File: config.mk
export PLATFORM = sky130hd
export DESIGN_NAME = averaged_pid_fan_controller
export DESIGN_NICKNAME = d
export VERILOG_FILES = /design/src/rtl/apfc_pkg.sv /design/src/rtl/apfc_div.sv /design/src/rtl/apfc_mac.sv /design/src/rtl/averaged_pid_fan_controller.sv
export SDC_FILE = /design/constraint.sdc
export NUM_CORES = 2
export LEC_CHECK = 0
export ABC_AREA = 1
export BUFFER_PORTS_ARGS = -buffer_cell sky130_fd_sc_hd__clkbuf_2
export CAP_MARGIN = 20
export CORE_UTILIZATION = 45
export DETAILED_ROUTE_END_ITERATION = 7
export SYNTH_ARGS = -nofsm -noshare
export SYNTH_HDL_FRONTEND = slang
export SYNTH_HIERARCHICAL = 1
export SYNTH_SLANG_ARGS = --single-unit
export TNS_END_PERCENT = 1
File: constraint.sdc
create_clock -name clk_i -period 9.5 [get_ports clk_i]
set_input_delay 0.95 -clock clk_i [delete_from_list [all_inputs] [get_ports clk_i]]
set_output_delay 0.95 -clock clk_i [all_outputs]
set_load 0.05 [all_outputs]
File: src/rtl/apfc_pkg.sv
// Shared types, widths and constants of the averaged PID fan controller.
`default_nettype none

package apfc_pkg;

  // Probe input words that exist on the ports.
  localparam int PROBE_FIELDS = 5;

  localparam int WORD_W    = 32;
  localparam int FAULT_BIT = 24;
  localparam int TEMP_W    = 32;
  localparam int GAIN_W    = 24;
  localparam int DUTY_W    = 8;
  localparam int CFG_IDX_W = 3;

  // Error, derivative and integral widths of the PID.
  localparam int ERR_W  = TEMP_W + 1;
  localparam int DIFF_W = TEMP_W + 2;
  localparam int OPER_W = 48;

  // Probe sum, its magnitude and the divisor (count of valid probes, at most five).
  localparam int DVD_W = TEMP_W + 3;
  localparam int MAG_W = DVD_W - 1;
  localparam int DSR_W = 3;

  // Multiply-accumulate: operands are cut into 16-bit chunks.
  localparam int CHUNK_W   = 16;
  localparam int NUM_CHUNK = OPER_W / CHUNK_W;
  localparam int NUM_TERM  = 3;
  localparam int PROD_W    = GAIN_W + 1 + CHUNK_W + 1;
  localparam int ACC_W     = 76;
  localparam int SHIFT_OUT = 26;
  localparam int DUTY_MAX  = 255;

  // Register reset values.
  localparam logic [TEMP_W-1:0] TARGET_RST = 32'd40960;
  localparam logic [GAIN_W-1:0] PGAIN_RST  = 24'd65536;
  localparam logic [GAIN_W-1:0] IGAIN_RST  = 24'd6554;
  localparam logic [GAIN_W-1:0] DGAIN_RST  = 24'd6554;

  typedef enum logic [CFG_IDX_W-1:0] {
    REG_TARGET     = 3'd0,
    REG_PGAIN      = 3'd1,
    REG_IGAIN      = 3'd2,
    REG_DGAIN      = 3'd3,
    REG_MAN_ENABLE = 3'd4,
    REG_MAN_DUTY   = 3'd5
  } reg_idx_e;

  // Start request of the serial divider.
  typedef struct packed {
    logic             start;
    logic [DVD_W-1:0] dividend;  // two's complement
    logic [DSR_W-1:0] divisor;   // 1 to 5
  } div_req_t;

  // Multiply-accumulate operands; the user must hold them stable while it runs.
  typedef struct packed {
    logic                             start;
    logic [NUM_TERM-1:0][GAIN_W-1:0]  gain;
    logic [NUM_TERM-1:0][OPER_W-1:0]  oper;  // two's complement
  } mac_req_t;

endpackage

`default_nettype wire

File: src/rtl/apfc_div.sv
// Serial restoring divider: signed probe sum divided by the valid probe count.
`default_nettype none

module apfc_div import apfc_pkg::*; (
  input  wire logic              clk_i,
  input  wire logic              rst_ni,
  input  wire div_req_t          req_i,
  output logic                   done_o,
  output logic [TEMP_W-1:0]      quot_o
);

  localparam int STEP_W = $clog2(MAG_W);
  localparam logic [STEP_W-1:0] LAST_STEP = STEP_W'(MAG_W - 1);

  logic              busy_q;
  logic              done_q;
  logic [STEP_W-1:0] step_q;
  logic              neg_q;
  logic [MAG_W-1:0]  mag_q;
  logic [DSR_W-1:0]  rem_q;
  logic [DSR_W-1:0]  dsr_q;

  logic [DSR_W:0]    trial;
  logic [DSR_W:0]    trial_diff;
  logic              trial_ge;
  logic [DSR_W-1:0]  rem_d;
  logic [DVD_W-1:0]  abs_dvd;
  logic [TEMP_W-1:0] quot_mag;

  assign trial      = {rem_q, mag_q[MAG_W-1]};
  assign trial_diff = trial - {1'b0, dsr_q};
  assign trial_ge   = (trial >= {1'b0, dsr_q});
  // The remainder stays below the divisor, so it fits the divisor width.
  assign rem_d      = trial_ge ? trial_diff[DSR_W-1:0] : trial[DSR_W-1:0];

  assign abs_dvd = req_i.dividend[DVD_W-1] ? (~req_i.dividend + DVD_W'(1)) : req_i.dividend;

  always_ff @(posedge clk_i or negedge rst_ni) begin
    if (!rst_ni) begin
      busy_q <= 1'b0;
      done_q <= 1'b0;
      step_q <= '0;
    end else begin
      done_q <= !req_i.start && busy_q && (step_q == LAST_STEP);
      if (req_i.start) begin
        busy_q <= 1'b1;
        step_q <= '0;
      end else if (busy_q) begin
        step_q <= step_q + STEP_W'(1);
        if (step_q == LAST_STEP) begin
          busy_q <= 1'b0;
        end
      end
    end
  end

  // The quotient bits shift in at the bottom while the dividend shifts out at the top.
  always_ff @(posedge clk_i) begin
    if (req_i.start) begin
      neg_q <= req_i.dividend[DVD_W-1];
      mag_q <= abs_dvd[MAG_W-1:0];
      rem_q <= '0;
      dsr_q <= req_i.divisor;
    end else if (busy_q) begin
      mag_q <= {mag_q[MAG_W-2:0], trial_ge};
      rem_q <= rem_d;
    end
  end

  assign quot_mag = mag_q[TEMP_W-1:0];
  assign quot_o   = neg_q ? (~quot_mag + TEMP_W'(1)) : quot_mag;
  assign done_o   = done_q;

endmodule

`default_nettype wire

File: src/rtl/apfc_mac.sv
// Chunked multiply-accumulate of the three PID terms with output clamp.
`default_nettype none

module apfc_mac import apfc_pkg::*; (
  input  wire logic              clk_i,
  input  wire logic              rst_ni,
  input  wire mac_req_t          req_i,
  output logic                   done_o,
  output logic [DUTY_W-1:0]      duty_o
);

  localparam int TERM_W  = $clog2(NUM_TERM);
  localparam int CIDX_W  = $clog2(NUM_CHUNK);
  localparam int QUOT_W  = ACC_W - SHIFT_OUT;
  localparam logic [TERM_W-1:0] LAST_TERM  = TERM_W'(NUM_TERM - 1);
  localparam logic [CIDX_W-1:0] LAST_CHUNK = CIDX_W'(NUM_CHUNK - 1);

  logic                     issue_q;
  logic                     pend_q;
  logic                     pend_last_q;
  logic                     done_q;
  logic [TERM_W-1:0]        term_q;
  logic [CIDX_W-1:0]        chunk_q;
  logic [CIDX_W-1:0]        pend_chunk_q;
  logic signed [PROD_W-1:0] mult_q;
  logic signed [ACC_W-1:0]  acc_q;

  logic [GAIN_W-1:0]        sel_gain;
  logic [OPER_W-1:0]        sel_oper;
  logic [CHUNK_W-1:0]       chunk_bits;
  logic                     chunk_ext;
  logic signed [PROD_W-1:0] mult_d;
  logic signed [ACC_W-1:0]  addend;
  logic signed [ACC_W-1:0]  addend_sh;
  logic                     issue_last;
  logic [QUOT_W-1:0]        quot;

  always_comb begin
    case (term_q)
      2'd0:    begin sel_gain = req_i.gain[0]; sel_oper = req_i.oper[0]; end
      2'd1:    begin sel_gain = req_i.gain[1]; sel_oper = req_i.oper[1]; end
      default: begin sel_gain = req_i.gain[2]; sel_oper = req_i.oper[2]; end
    endcase
  end

  // Lower chunks are unsigned; only the top chunk carries the operand sign.
  assign chunk_bits = sel_oper[chunk_q*CHUNK_W +: CHUNK_W];
  assign chunk_ext  = (chunk_q == LAST_CHUNK) ? chunk_bits[CHUNK_W-1] : 1'b0;
  assign mult_d     = $signed({1'b0, sel_gain}) * $signed({chunk_ext, chunk_bits});
  assign issue_last = (term_q == LAST_TERM) && (chunk_q == LAST_CHUNK);

  assign addend = ACC_W'(mult_q);
  always_comb begin
    case (pend_chunk_q)
      2'd0:    addend_sh = addend;
      2'd1:    addend_sh = addend <<< CHUNK_W;
      default: addend_sh = addend <<< (2 * CHUNK_W);
    endcase
  end

  always_ff @(posedge clk_i or negedge rst_ni) begin
    if (!rst_ni) begin
      issue_q     <= 1'b0;
      pend_q      <= 1'b0;
      pend_last_q <= 1'b0;
      done_q      <= 1'b0;
      term_q      <= '0;
      chunk_q     <= '0;
    end else begin
      done_q <= pend_q && pend_last_q;
      pend_q <= issue_q;
      if (req_i.start) begin
        issue_q <= 1'b1;
        term_q  <= '0;
        chunk_q <= '0;
      end else if (issue_q) begin
        pend_last_q <= issue_last;
        if (chunk_q == LAST_CHUNK) begin
          chunk_q <= '0;
          term_q  <= term_q + TERM_W'(1);
        end else begin
          chunk_q <= chunk_q + CIDX_W'(1);
        end
        if (issue_last) begin
          issue_q <= 1'b0;
        end
      end
    end
  end

  always_ff @(posedge clk_i) begin
    if (issue_q) begin
      mult_q       <= mult_d;
      pend_chunk_q <= chunk_q;
    end
    if (req_i.start) begin
      acc_q <= '0;
    end else if (pend_q) begin
      acc_q <= acc_q + addend_sh;
    end
  end

  // Floor of the sum at 26 fraction bits, clamped to the duty range.
  assign quot = acc_q[ACC_W-1:SHIFT_OUT];
  always_comb begin
    if (quot[QUOT_W-1]) begin
      duty_o = '0;
    end else if (|quot[QUOT_W-2:DUTY_W]) begin
      duty_o = DUTY_W'(DUTY_MAX);
    end else begin
      duty_o = quot[DUTY_W-1:0];
    end
  end

  assign done_o = done_q;

endmodule

`default_nettype wire

File: src/rtl/averaged_pid_fan_controller.sv
// Averaged PID fan controller: sequencer, PID state and configuration registers.
// A PID tick sums the probes, runs the serial divider, takes an error step and an integral
// step, runs the multiply-accumulate and emits the result; the next request is taken only
// once the sequencer is back in idle. Manual mode ends after the divider, no valid probe
// after the summing, door open goes straight to the emit step and a clear request emits
// nothing; a stalled result register holds the emit step. Reset clears the pause
// flag, the integral and the last error, and loads register defaults.
`default_nettype none

module averaged_pid_fan_controller import apfc_pkg::*; #(
  parameter int PROBE_COUNT = 5
) (
  input  wire logic                 clk_i,
  input  wire logic                 rst_ni,

  input  wire logic                 cfg_we_i,
  input  wire logic [CFG_IDX_W-1:0] cfg_idx_i,
  input  wire logic [WORD_W-1:0]    cfg_data_i,

  input  wire logic                 in_valid_i,
  output logic                      in_stall_o,
  input  wire logic                 func_i,
  input  wire logic                 firebox_open_i,
  input  wire logic                 oven_open_i,
  input  wire logic [WORD_W-1:0]    probe0_word_i,
  input  wire logic [WORD_W-1:0]    probe1_word_i,
  input  wire logic [WORD_W-1:0]    probe2_word_i,
  input  wire logic [WORD_W-1:0]    probe3_word_i,
  input  wire logic [WORD_W-1:0]    probe4_word_i,

  output logic                      out_valid_o,
  input  wire logic                 out_stall_i,
  output logic [DUTY_W-1:0]         fan_duty_o,
  output logic                      door_paused_o,
  output logic                      door_reclosed_o,
  output logic                      no_valid_probe_o,
  output logic                      manual_active_o,
  output logic signed [TEMP_W-1:0]  mean_temp_o
);

  localparam int USED   = (PROBE_COUNT < PROBE_FIELDS) ? PROBE_COUNT : PROBE_FIELDS;
  localparam int PIDX_W = (USED > 1) ? $clog2(USED) : 1;
  localparam int CNT_W  = $clog2(USED + 1);
  localparam logic [PIDX_W-1:0] LAST_PIDX = PIDX_W'(USED - 1);

  typedef enum logic [2:0] {
    ST_IDLE,
    ST_SUM,
    ST_DIV,
    ST_ERR,
    ST_INT,
    ST_MAC,
    ST_EMIT
  } state_e;

  state_e state_q;

  // Configuration registers.
  logic [TEMP_W-1:0] target_q;
  logic [GAIN_W-1:0] pgain_q;
  logic [GAIN_W-1:0] igain_q;
  logic [GAIN_W-1:0] dgain_q;
  logic              man_en_q;
  logic [DUTY_W-1:0] man_duty_q;

  // Controller state.
  logic              paused_q;
  logic [OPER_W-1:0] es_q;
  logic [ERR_W-1:0]  last_q;
  logic [PIDX_W-1:0] pidx_q;
  logic              out_valid_q;

  // Working and result registers.
  logic [WORD_W-1:0] probe_q [USED];
  logic [DVD_W-1:0]  sum_q;
  logic [CNT_W-1:0]  cnt_q;
  logic [ERR_W-1:0]  err_q;
  logic [DIFF_W-1:0] diff_q;
  logic [DUTY_W-1:0] res_duty_q;
  logic              res_paused_q;
  logic              res_reclosed_q;
  logic              res_novalid_q;
  logic              res_manual_q;
  logic [TEMP_W-1:0] res_mean_q;
  logic [DUTY_W-1:0] out_duty_q;
  logic              out_paused_q;
  logic              out_reclosed_q;
  logic              out_novalid_q;
  logic              out_manual_q;
  logic [TEMP_W-1:0] out_mean_q;

  logic [WORD_W-1:0] port_word [PROBE_FIELDS];
  logic              in_accept;
  logic              door_open;
  logic              out_free;
  logic              head_ok;
  logic [DVD_W-1:0]  sum_d;
  logic [CNT_W-1:0]  cnt_d;
  logic              sum_last;
  logic [OPER_W:0]   es_wide;
  logic [OPER_W-1:0] es_d;
  logic [ERR_W-1:0]  err_d;
  logic [DIFF_W-1:0] diff_d;
  div_req_t          div_req;
  logic              div_done;
  logic [TEMP_W-1:0] div_quot;
  mac_req_t          mac_req;
  logic              mac_done;
  logic [DUTY_W-1:0] mac_duty;

  assign port_word[0] = probe0_word_i;
  assign port_word[1] = probe1_word_i;
  assign port_word[2] = probe2_word_i;
  assign port_word[3] = probe3_word_i;
  assign port_word[4] = probe4_word_i;

  assign in_stall_o = (state_q != ST_IDLE);
  assign in_accept  = in_valid_i && !in_stall_o;
  assign door_open  = firebox_open_i || oven_open_i;
  assign out_free   = !out_valid_q || !out_stall_i;

  // One probe per cycle; faulted words are skipped.
  assign head_ok  = !probe_q[0][FAULT_BIT];
  assign sum_d    = sum_q + (head_ok ? DVD_W'($signed(probe_q[0])) : DVD_W'(0));
  assign cnt_d    = cnt_q + CNT_W'(head_ok);
  assign sum_last = (pidx_q == LAST_PIDX);

  assign err_d  = {target_q[TEMP_W-1], target_q} - {res_mean_q[TEMP_W-1], res_mean_q};
  assign diff_d = {err_q[ERR_W-1], err_q} - {last_q[ERR_W-1], last_q};

  // The integral saturates when the 49-bit sum leaves the 48-bit range.
  assign es_wide = {es_q[OPER_W-1], es_q} + (OPER_W+1)'($signed(err_q));
  always_comb begin
    if (es_wide[OPER_W] != es_wide[OPER_W-1]) begin
      es_d = {es_wide[OPER_W], {(OPER_W-1){~es_wide[OPER_W]}}};
    end else begin
      es_d = es_wide[OPER_W-1:0];
    end
  end

  assign div_req.start    = (state_q == ST_SUM) && sum_last && (cnt_d != '0);
  assign div_req.dividend = sum_d;
  assign div_req.divisor  = DSR_W'(cnt_d);

  apfc_div u_div (
    .clk_i  (clk_i),
    .rst_ni (rst_ni),
    .req_i  (div_req),
    .done_o (div_done),
    .quot_o (div_quot)
  );

  assign mac_req.start   = (state_q == ST_INT);
  assign mac_req.gain[0] = pgain_q;
  assign mac_req.gain[1] = igain_q;
  assign mac_req.gain[2] = dgain_q;
  assign mac_req.oper[0] = OPER_W'($signed(err_q));
  assign mac_req.oper[1] = es_q;
  assign mac_req.oper[2] = OPER_W'($signed(diff_q));

  apfc_mac u_mac (
    .clk_i  (clk_i),
    .rst_ni (rst_ni),
    .req_i  (mac_req),
    .done_o (mac_done),
    .duty_o (mac_duty)
  );

  always_ff @(posedge clk_i or negedge rst_ni) begin
    if (!rst_ni) begin
      target_q   <= TARGET_RST;
      pgain_q    <= PGAIN_RST;
      igain_q    <= IGAIN_RST;
      dgain_q    <= DGAIN_RST;
      man_en_q   <= 1'b0;
      man_duty_q <= '0;
    end else if (cfg_we_i) begin
      case (cfg_idx_i)
        REG_TARGET:     target_q   <= cfg_data_i[TEMP_W-1:0];
        REG_PGAIN:      pgain_q    <= cfg_data_i[GAIN_W-1:0];
        REG_IGAIN:      igain_q    <= cfg_data_i[GAIN_W-1:0];
        REG_DGAIN:      dgain_q    <= cfg_data_i[GAIN_W-1:0];
        REG_MAN_ENABLE: man_en_q   <= cfg_data_i[0];
        REG_MAN_DUTY:   man_duty_q <= cfg_data_i[DUTY_W-1:0];
        default: ;
      endcase
    end
  end

  always_ff @(posedge clk_i or negedge rst_ni) begin
    if (!rst_ni) begin
      state_q     <= ST_IDLE;
      out_valid_q <= 1'b0;
      paused_q    <= 1'b0;
      es_q        <= '0;
      last_q      <= '0;
      pidx_q      <= '0;
    end else begin
      if (out_valid_q && !out_stall_i && (state_q != ST_EMIT)) begin
        out_valid_q <= 1'b0;
      end
      case (state_q)
        ST_IDLE: begin
          if (in_accept) begin
            if (func_i) begin
              es_q   <= '0;
              last_q <= '0;
            end else if (door_open) begin
              paused_q <= 1'b1;
              state_q  <= ST_EMIT;
            end else begin
              paused_q <= 1'b0;
              pidx_q   <= '0;
              state_q  <= ST_SUM;
            end
          end
        end
        ST_SUM: begin
          pidx_q <= pidx_q + PIDX_W'(1);
          if (sum_last) begin
            state_q <= (cnt_d == '0) ? ST_EMIT : ST_DIV;
          end
        end
        ST_DIV: begin
          if (div_done) begin
            state_q <= man_en_q ? ST_EMIT : ST_ERR;
          end
        end
        ST_ERR: begin
          state_q <= ST_INT;
        end
        ST_INT: begin
          es_q    <= es_d;
          last_q  <= err_q;
          state_q <= ST_MAC;
        end
        ST_MAC: begin
          if (mac_done) begin
            state_q <= ST_EMIT;
          end
        end
        ST_EMIT: begin
          if (out_free) begin
            out_valid_q <= 1'b1;
            state_q     <= ST_IDLE;
          end
        end
        default: begin
          state_q <= ST_IDLE;
        end
      endcase
    end
  end

  always_ff @(posedge clk_i) begin
    case (state_q)
      ST_IDLE: begin
        if (in_accept && !func_i) begin
          for (int i = 0; i < USED; i++) begin
            probe_q[i] <= port_word[i];
          end
          sum_q          <= '0;
          cnt_q          <= '0;
          res_duty_q     <= '0;
          res_paused_q   <= door_open;
          res_reclosed_q <= !door_open && paused_q;
          res_novalid_q  <= 1'b0;
          res_manual_q   <= 1'b0;
          res_mean_q     <= '0;
        end
      end
      ST_SUM: begin
        for (int i = 0; i < USED - 1; i++) begin
          probe_q[i] <= probe_q[i+1];
        end
        sum_q <= sum_d;
        cnt_q <= cnt_d;
        if (sum_last && (cnt_d == '0)) begin
          res_novalid_q <= 1'b1;
        end
      end
      ST_DIV: begin
        if (div_done) begin
          res_mean_q <= div_quot;
          if (man_en_q) begin
            res_duty_q   <= man_duty_q;
            res_manual_q <= 1'b1;
          end
        end
      end
      ST_ERR: begin
        err_q <= err_d;
      end
      ST_INT: begin
        diff_q <= diff_d;
      end
      ST_MAC: begin
        if (mac_done) begin
          res_duty_q <= mac_duty;
        end
      end
      ST_EMIT: begin
        if (out_free) begin
          out_duty_q     <= res_duty_q;
          out_paused_q   <= res_paused_q;
          out_reclosed_q <= res_reclosed_q;
          out_novalid_q  <= res_novalid_q;
          out_manual_q   <= res_manual_q;
          out_mean_q     <= res_mean_q;
        end
      end
      default: ;
    endcase
  end

  assign out_valid_o      = out_valid_q;
  assign fan_duty_o       = out_duty_q;
  assign door_paused_o    = out_paused_q;
  assign door_reclosed_o  = out_reclosed_q;
  assign no_valid_probe_o = out_novalid_q;
  assign manual_active_o  = out_manual_q;
  assign mean_temp_o      = out_mean_q;

  a_pause_result: assert property (@(posedge clk_i) disable iff (!rst_ni)
    out_valid_o && door_paused_o |-> fan_duty_o == '0 && !door_reclosed_o
      && !no_valid_probe_o && !manual_active_o && mean_temp_o == '0)
    else $error("paused result carries nonzero fields");

  a_novalid_result: assert property (@(posedge clk_i) disable iff (!rst_ni)
    out_valid_o && no_valid_probe_o |-> fan_duty_o == '0 && !manual_active_o
      && mean_temp_o == '0)
    else $error("result without valid probes drives the fan");

  a_clear_history: assert property (@(posedge clk_i) disable iff (!rst_ni)
    in_accept && func_i |=> es_q == '0 && last_q == '0)
    else $error("clear request left PID history");

  a_div_done_state: assert property (@(posedge clk_i) disable iff (!rst_ni)
    div_done |-> state_q == ST_DIV)
    else $error("divider finished outside the divide step");

  a_mac_done_state: assert property (@(posedge clk_i) disable iff (!rst_ni)
    mac_done |-> state_q == ST_MAC)
    else $error("multiply-accumulate finished outside its step");

endmodule

`default_nettype wire

==> parameters.txt <==
Parameter                              Value

Synth
  Area fraction of the dominant cell type after synthesis    20.9%
  Per-instance average area after synthesis    7.44 um2
  Number of synthesized register bits    732
  Syn Std Cell Area    62500 um2
  Net Count, Synth    9308
  Top cells by area, synth    sky130_fd_sc_hd__edfxtp_1 (21%), sky130_fd_sc_hd__nand2_1 (14%), sky130_fd_sc_hd__fa_1 (11%)
  Gate count of the mapped netlist    8395
  Sequential area share after synthesis    32.2%
  Share of flip-flops with an asynchronous set or reset after synthesis    29.8%
  EDFF count, synth    435
  Post-synth cell types    61
  Most area-hungry cell type in the Yosys netlist    sky130_fd_sc_hd__edfxtp_1
  Ys Warns    6
  Top flip-flop cell by instance count after synthesis    sky130_fd_sc_hd__edfxtp_1

Timing
  Final setup violation count    0
  Final-report max-slew violation count    0
  Hold Fails Final Rpt    0
  Period utilisation layout    88.6%
  Clock Skew    0.0455 ns
  Worst slew pin tran    1.13 ns
  Max-Slew Margin vs Limit    24.6%
  Final critical path time including I/O delays and setup    8.42 ns
  Setup repair after global routing missed its margin    no
  Summed negative setup slack over all endpoints    0 ns
  Max frequency    119 MHz

Worst hold path
  Tightest Hold Check Type    in2async

Global routing
  Via count of the first global-routing pass    54.4k
  Maximum number of pins on one net before global-route repair    97
  Total track usage    30.6%
  Number of antenna violations at the first check in global routing    25
  First-pass GRT wire length    327 mm
  Final global-route overflow total    0

Critical path
  CP max stage delay    0.70 ns
  Type of the worst setup path    reg2reg
  Max FO, Critical Path    72
  Highest-delay cell along the critical path    sky130_fd_sc_hd__inv_1
  Crit path arrival time    8.91 ns
  Kind of capture point of the worst setup path    flip-flop
  Critical path required time    9.99 ns
  Most repeated library cell on the critical path    sky130_fd_sc_hd__inv_1
  Sort of element at the start of the critical path    flip-flop

Job
  Count of max-cap constraint violations    0

Clock tree
  Clock tree from TritonCTS    built
  Level count of the clock H-tree    3
  Clk Latency, worst-skew pair    0.74 ns
  Cell chosen for the clock root    sky130_fd_sc_hd__clkbuf_16
  Maximum root-to-sink buffer count    3
  Post-CTS setup-driven buffer insertion count    0
  Clock transition at the registers of the reported paths    0.06 ns
  Gates resized, CTS repair    0
  CTS sink cnt    732
  Hold-fix buffer count after cts    0
  Number of buffers added by the clock tree synthesis step    88

Floorplanning
  Placeable core region    138000 um2
  Initial core utilization    45.4%
  Die Span X    375 um
  IO Pins    249
  Die height    375 um
  Area enclosed by the die boundary    140000 um2
  Number of rows in the core area    136

Final layout
  # fillers    13.8k
  Share of cells above drive strength 1    8.69%
  Syn-to-layout area delta    9.81%
  Total number of nets in the final design    9503

Route
  Vias after detailed routing    55.3k
  Avg Vias per Cell    5.28
  Number of DRC violations after detailed routing    0
  Pre-antenna DRT Iters    7
  Overall routed net length    215 mm
  Number of DRC markers after the initial detailed-route iteration    5171
  Antenna Violating Nets Remaining    0
  Final routed wire length divided by cell count    20.6 um

Placed design
  RD Place Congestion    0.989
  Count of input and output buffers    248
  Detailed placement HPWL    173 mm

Outcome
  Run status    completed
==> flip-flops by register name, summed over array words and instances, names as in the netlist, 34 cells and up <==
name,cells
probe_q,160
u_mac/acc_q,76
es_q,48
u_mac/mult_q,42
sum_q,35
diff_q,34
u_div/mag_q,34
==> path summary, 6_finish.rpt <==
| check | slack [ns] | depth (start not counted) | start | to |
|---|---|---|---|---|
| setup / recovery | 1.08 | 28 | u_mac/term_q[1]$_DFFE_PN0P_ | u_mac/mult_q[31]$_DFFE_PP_ |
| hold / removal | 0.17 | 1 | rst_ni | paused_q$_DFFE_PN0P_ |
| setup reg to reg | 1.08 | 28 | u_mac/term_q[1]$_DFFE_PN0P_ | u_mac/mult_q[31]$_DFFE_PP_ |
| hold reg to reg | 0.43 | 0 | res_duty_q[6]$_DFFE_PP_ | fan_duty_o[6]$_DFFE_PP_ |
| max in group asynchronous | 7.87 | 2 | rst_ni | es_q[40]$_DFFE_PN0P_ |
| min in group clk_i | 0.37 | 1 | probe4_word_i[11] | probe_q[1][11]$_DFFE_PP_ |
==> cell usage after synthesis (8+ instances only) <==
master,instances
sky130_fd_sc_hd__fa_1,335
sky130_fd_sc_hd__nand3b_1,13
sky130_fd_sc_hd__buf_6,16
sky130_fd_sc_hd__nand3_1,285
sky130_fd_sc_hd__ha_1,375
sky130_fd_sc_hd__nand4_1,47
sky130_fd_sc_hd__dfxtp_1,79
sky130_fd_sc_hd__mux2_2,8
sky130_fd_sc_hd__dfrtp_1,201
sky130_fd_sc_hd__dfstp_2,17
sky130_fd_sc_hd__clkbuf_1,113
sky130_fd_sc_hd__o21a_1,8
sky130_fd_sc_hd__and2_1,9
sky130_fd_sc_hd__xnor2_1,77
sky130_fd_sc_hd__nor2_4,14
sky130_fd_sc_hd__a21o_1,22
sky130_fd_sc_hd__xor2_1,149
sky130_fd_sc_hd__buf_4,9
sky130_fd_sc_hd__buf_2,59
sky130_fd_sc_hd__a31oi_1,26
sky130_fd_sc_hd__a22o_1,39
sky130_fd_sc_hd__nor3_1,55
sky130_fd_sc_hd__o21ai_0,404
sky130_fd_sc_hd__nand2_2,43
sky130_fd_sc_hd__nor2_2,42
sky130_fd_sc_hd__edfxtp_1,435
sky130_fd_sc_hd__o21ai_1,20
sky130_fd_sc_hd__a21oi_2,19
sky130_fd_sc_hd__inv_1,1481
sky130_fd_sc_hd__nand3_2,47
sky130_fd_sc_hd__a221oi_1,14
sky130_fd_sc_hd__nor4_1,12
sky130_fd_sc_hd__a21oi_1,421
sky130_fd_sc_hd__o22ai_1,33
sky130_fd_sc_hd__inv_2,71
sky130_fd_sc_hd__nand2_1,2405
sky130_fd_sc_hd__o21bai_1,46
sky130_fd_sc_hd__nor2_1,867
==> cells in the final DEF (no fill, tap or decap), types with 39 or more instances in the layout <==
| cell type | instances |
|---|---|
| sky130_fd_sc_hd__o21ai_0 | 404 |
| sky130_fd_sc_hd__clkbuf_2 | 247 |
| sky130_fd_sc_hd__nor2_1 | 864 |
| sky130_fd_sc_hd__nand2_2 | 47 |
| sky130_fd_sc_hd__nand3_1 | 283 |
| sky130_fd_sc_hd__xor2_1 | 148 |
| sky130_fd_sc_hd__o21bai_1 | 46 |
| sky130_fd_sc_hd__nor3_1 | 54 |
| sky130_fd_sc_hd__edfxtp_1 | 435 |
| sky130_fd_sc_hd__inv_1 | 1480 |
| sky130_fd_sc_hd__nor2_2 | 44 |
| sky130_fd_sc_hd__nand2_1 | 2400 |
| sky130_fd_sc_hd__dfrtp_1 | 199 |
| sky130_fd_sc_hd__buf_4 | 57 |
| sky130_fd_sc_hd__xnor2_1 | 77 |
| sky130_fd_sc_hd__nand4_1 | 47 |
| sky130_fd_sc_hd__clkbuf_16 | 89 |
| sky130_fd_sc_hd__fa_1 | 335 |
| sky130_fd_sc_hd__dfxtp_1 | 79 |
| sky130_fd_sc_hd__ha_1 | 373 |
| sky130_fd_sc_hd__a22o_1 | 39 |
| sky130_fd_sc_hd__a21oi_1 | 418 |
| sky130_fd_sc_hd__inv_2 | 70 |
| sky130_fd_sc_hd__nand3_2 | 49 |
==> metrics by stage <==
step | hold slack (ns) | util, % | setup slack [ns] | area, um2 | instances
CTS | 0.164 | 49.7 | 1.14 | 68500 | 10500
detailed placement | 0.419 | 47.6 | 1.14 | 65500 | 10300
global placement | 0.407 | 47.6 | 1.15 | 65500 | 10300
finish | 0.169 | 49.9 | 1.08 | 68600 | 10500
global route | 0.189 | 49.8 | 0.565 | 68600 | 10500
floorplan | 0.400 | - | 2.94 | 62500 | 8395
==> worst max-delay path, delay by kind of cell, from the launching register on <==
family	cells	cell delay, ns
adders and majority gates	8	3.75
buffers and inverters	8	1.75
AOI/OAI and AO/OA	7	1.59
and+or+nand+nor	5	0.65
DFF	1	0.38
==> kinds of logic after synthesis <==
family / Yosys count / share of synthesized area (%)
xor gates and xnor gates: 226 / 3.17
AOI/OAI and AO/OA: 1097 / 9.91
DFF: 732 / 32.2
buffers and inverters: 1763 / 11.0
muxes: 8 / 0.144
adders and majority gates: 710 / 18.2
and+or+nand+nor: 3859 / 25.4
==> routing by layer <==
metal	vias to the layer above	GRT usage, %	wire length [um]
met5	-	0	86
met2	1798	48.5	95700
met4	12	11.3	8880
met1	26400	41.9	94900
li1	26700	-	-
met3	374	5.21	15900
==> area by class of cell <==
class / count / area [um2] / area share [%]
Antenna cell: 11 / 27.5 / 0.0401
Sequential cell: 732 / 20100 / 29.3
Clock buffer: 106 / 2310 / 3.37
Clock inverter: 60 / 637 / 0.928
Inverter: 1559 / 5860 / 8.54
Timing Repair Buffer: 309 / 1790 / 2.61
Multi-Input combinational cell: 5900 / 35600 / 51.9
Tap cell: 1794 / 2240 / 3.27
Power is left out: the tool's default activity adds up to more than one toggle a clock period on the data nets, which glitch-free logic cannot reach.
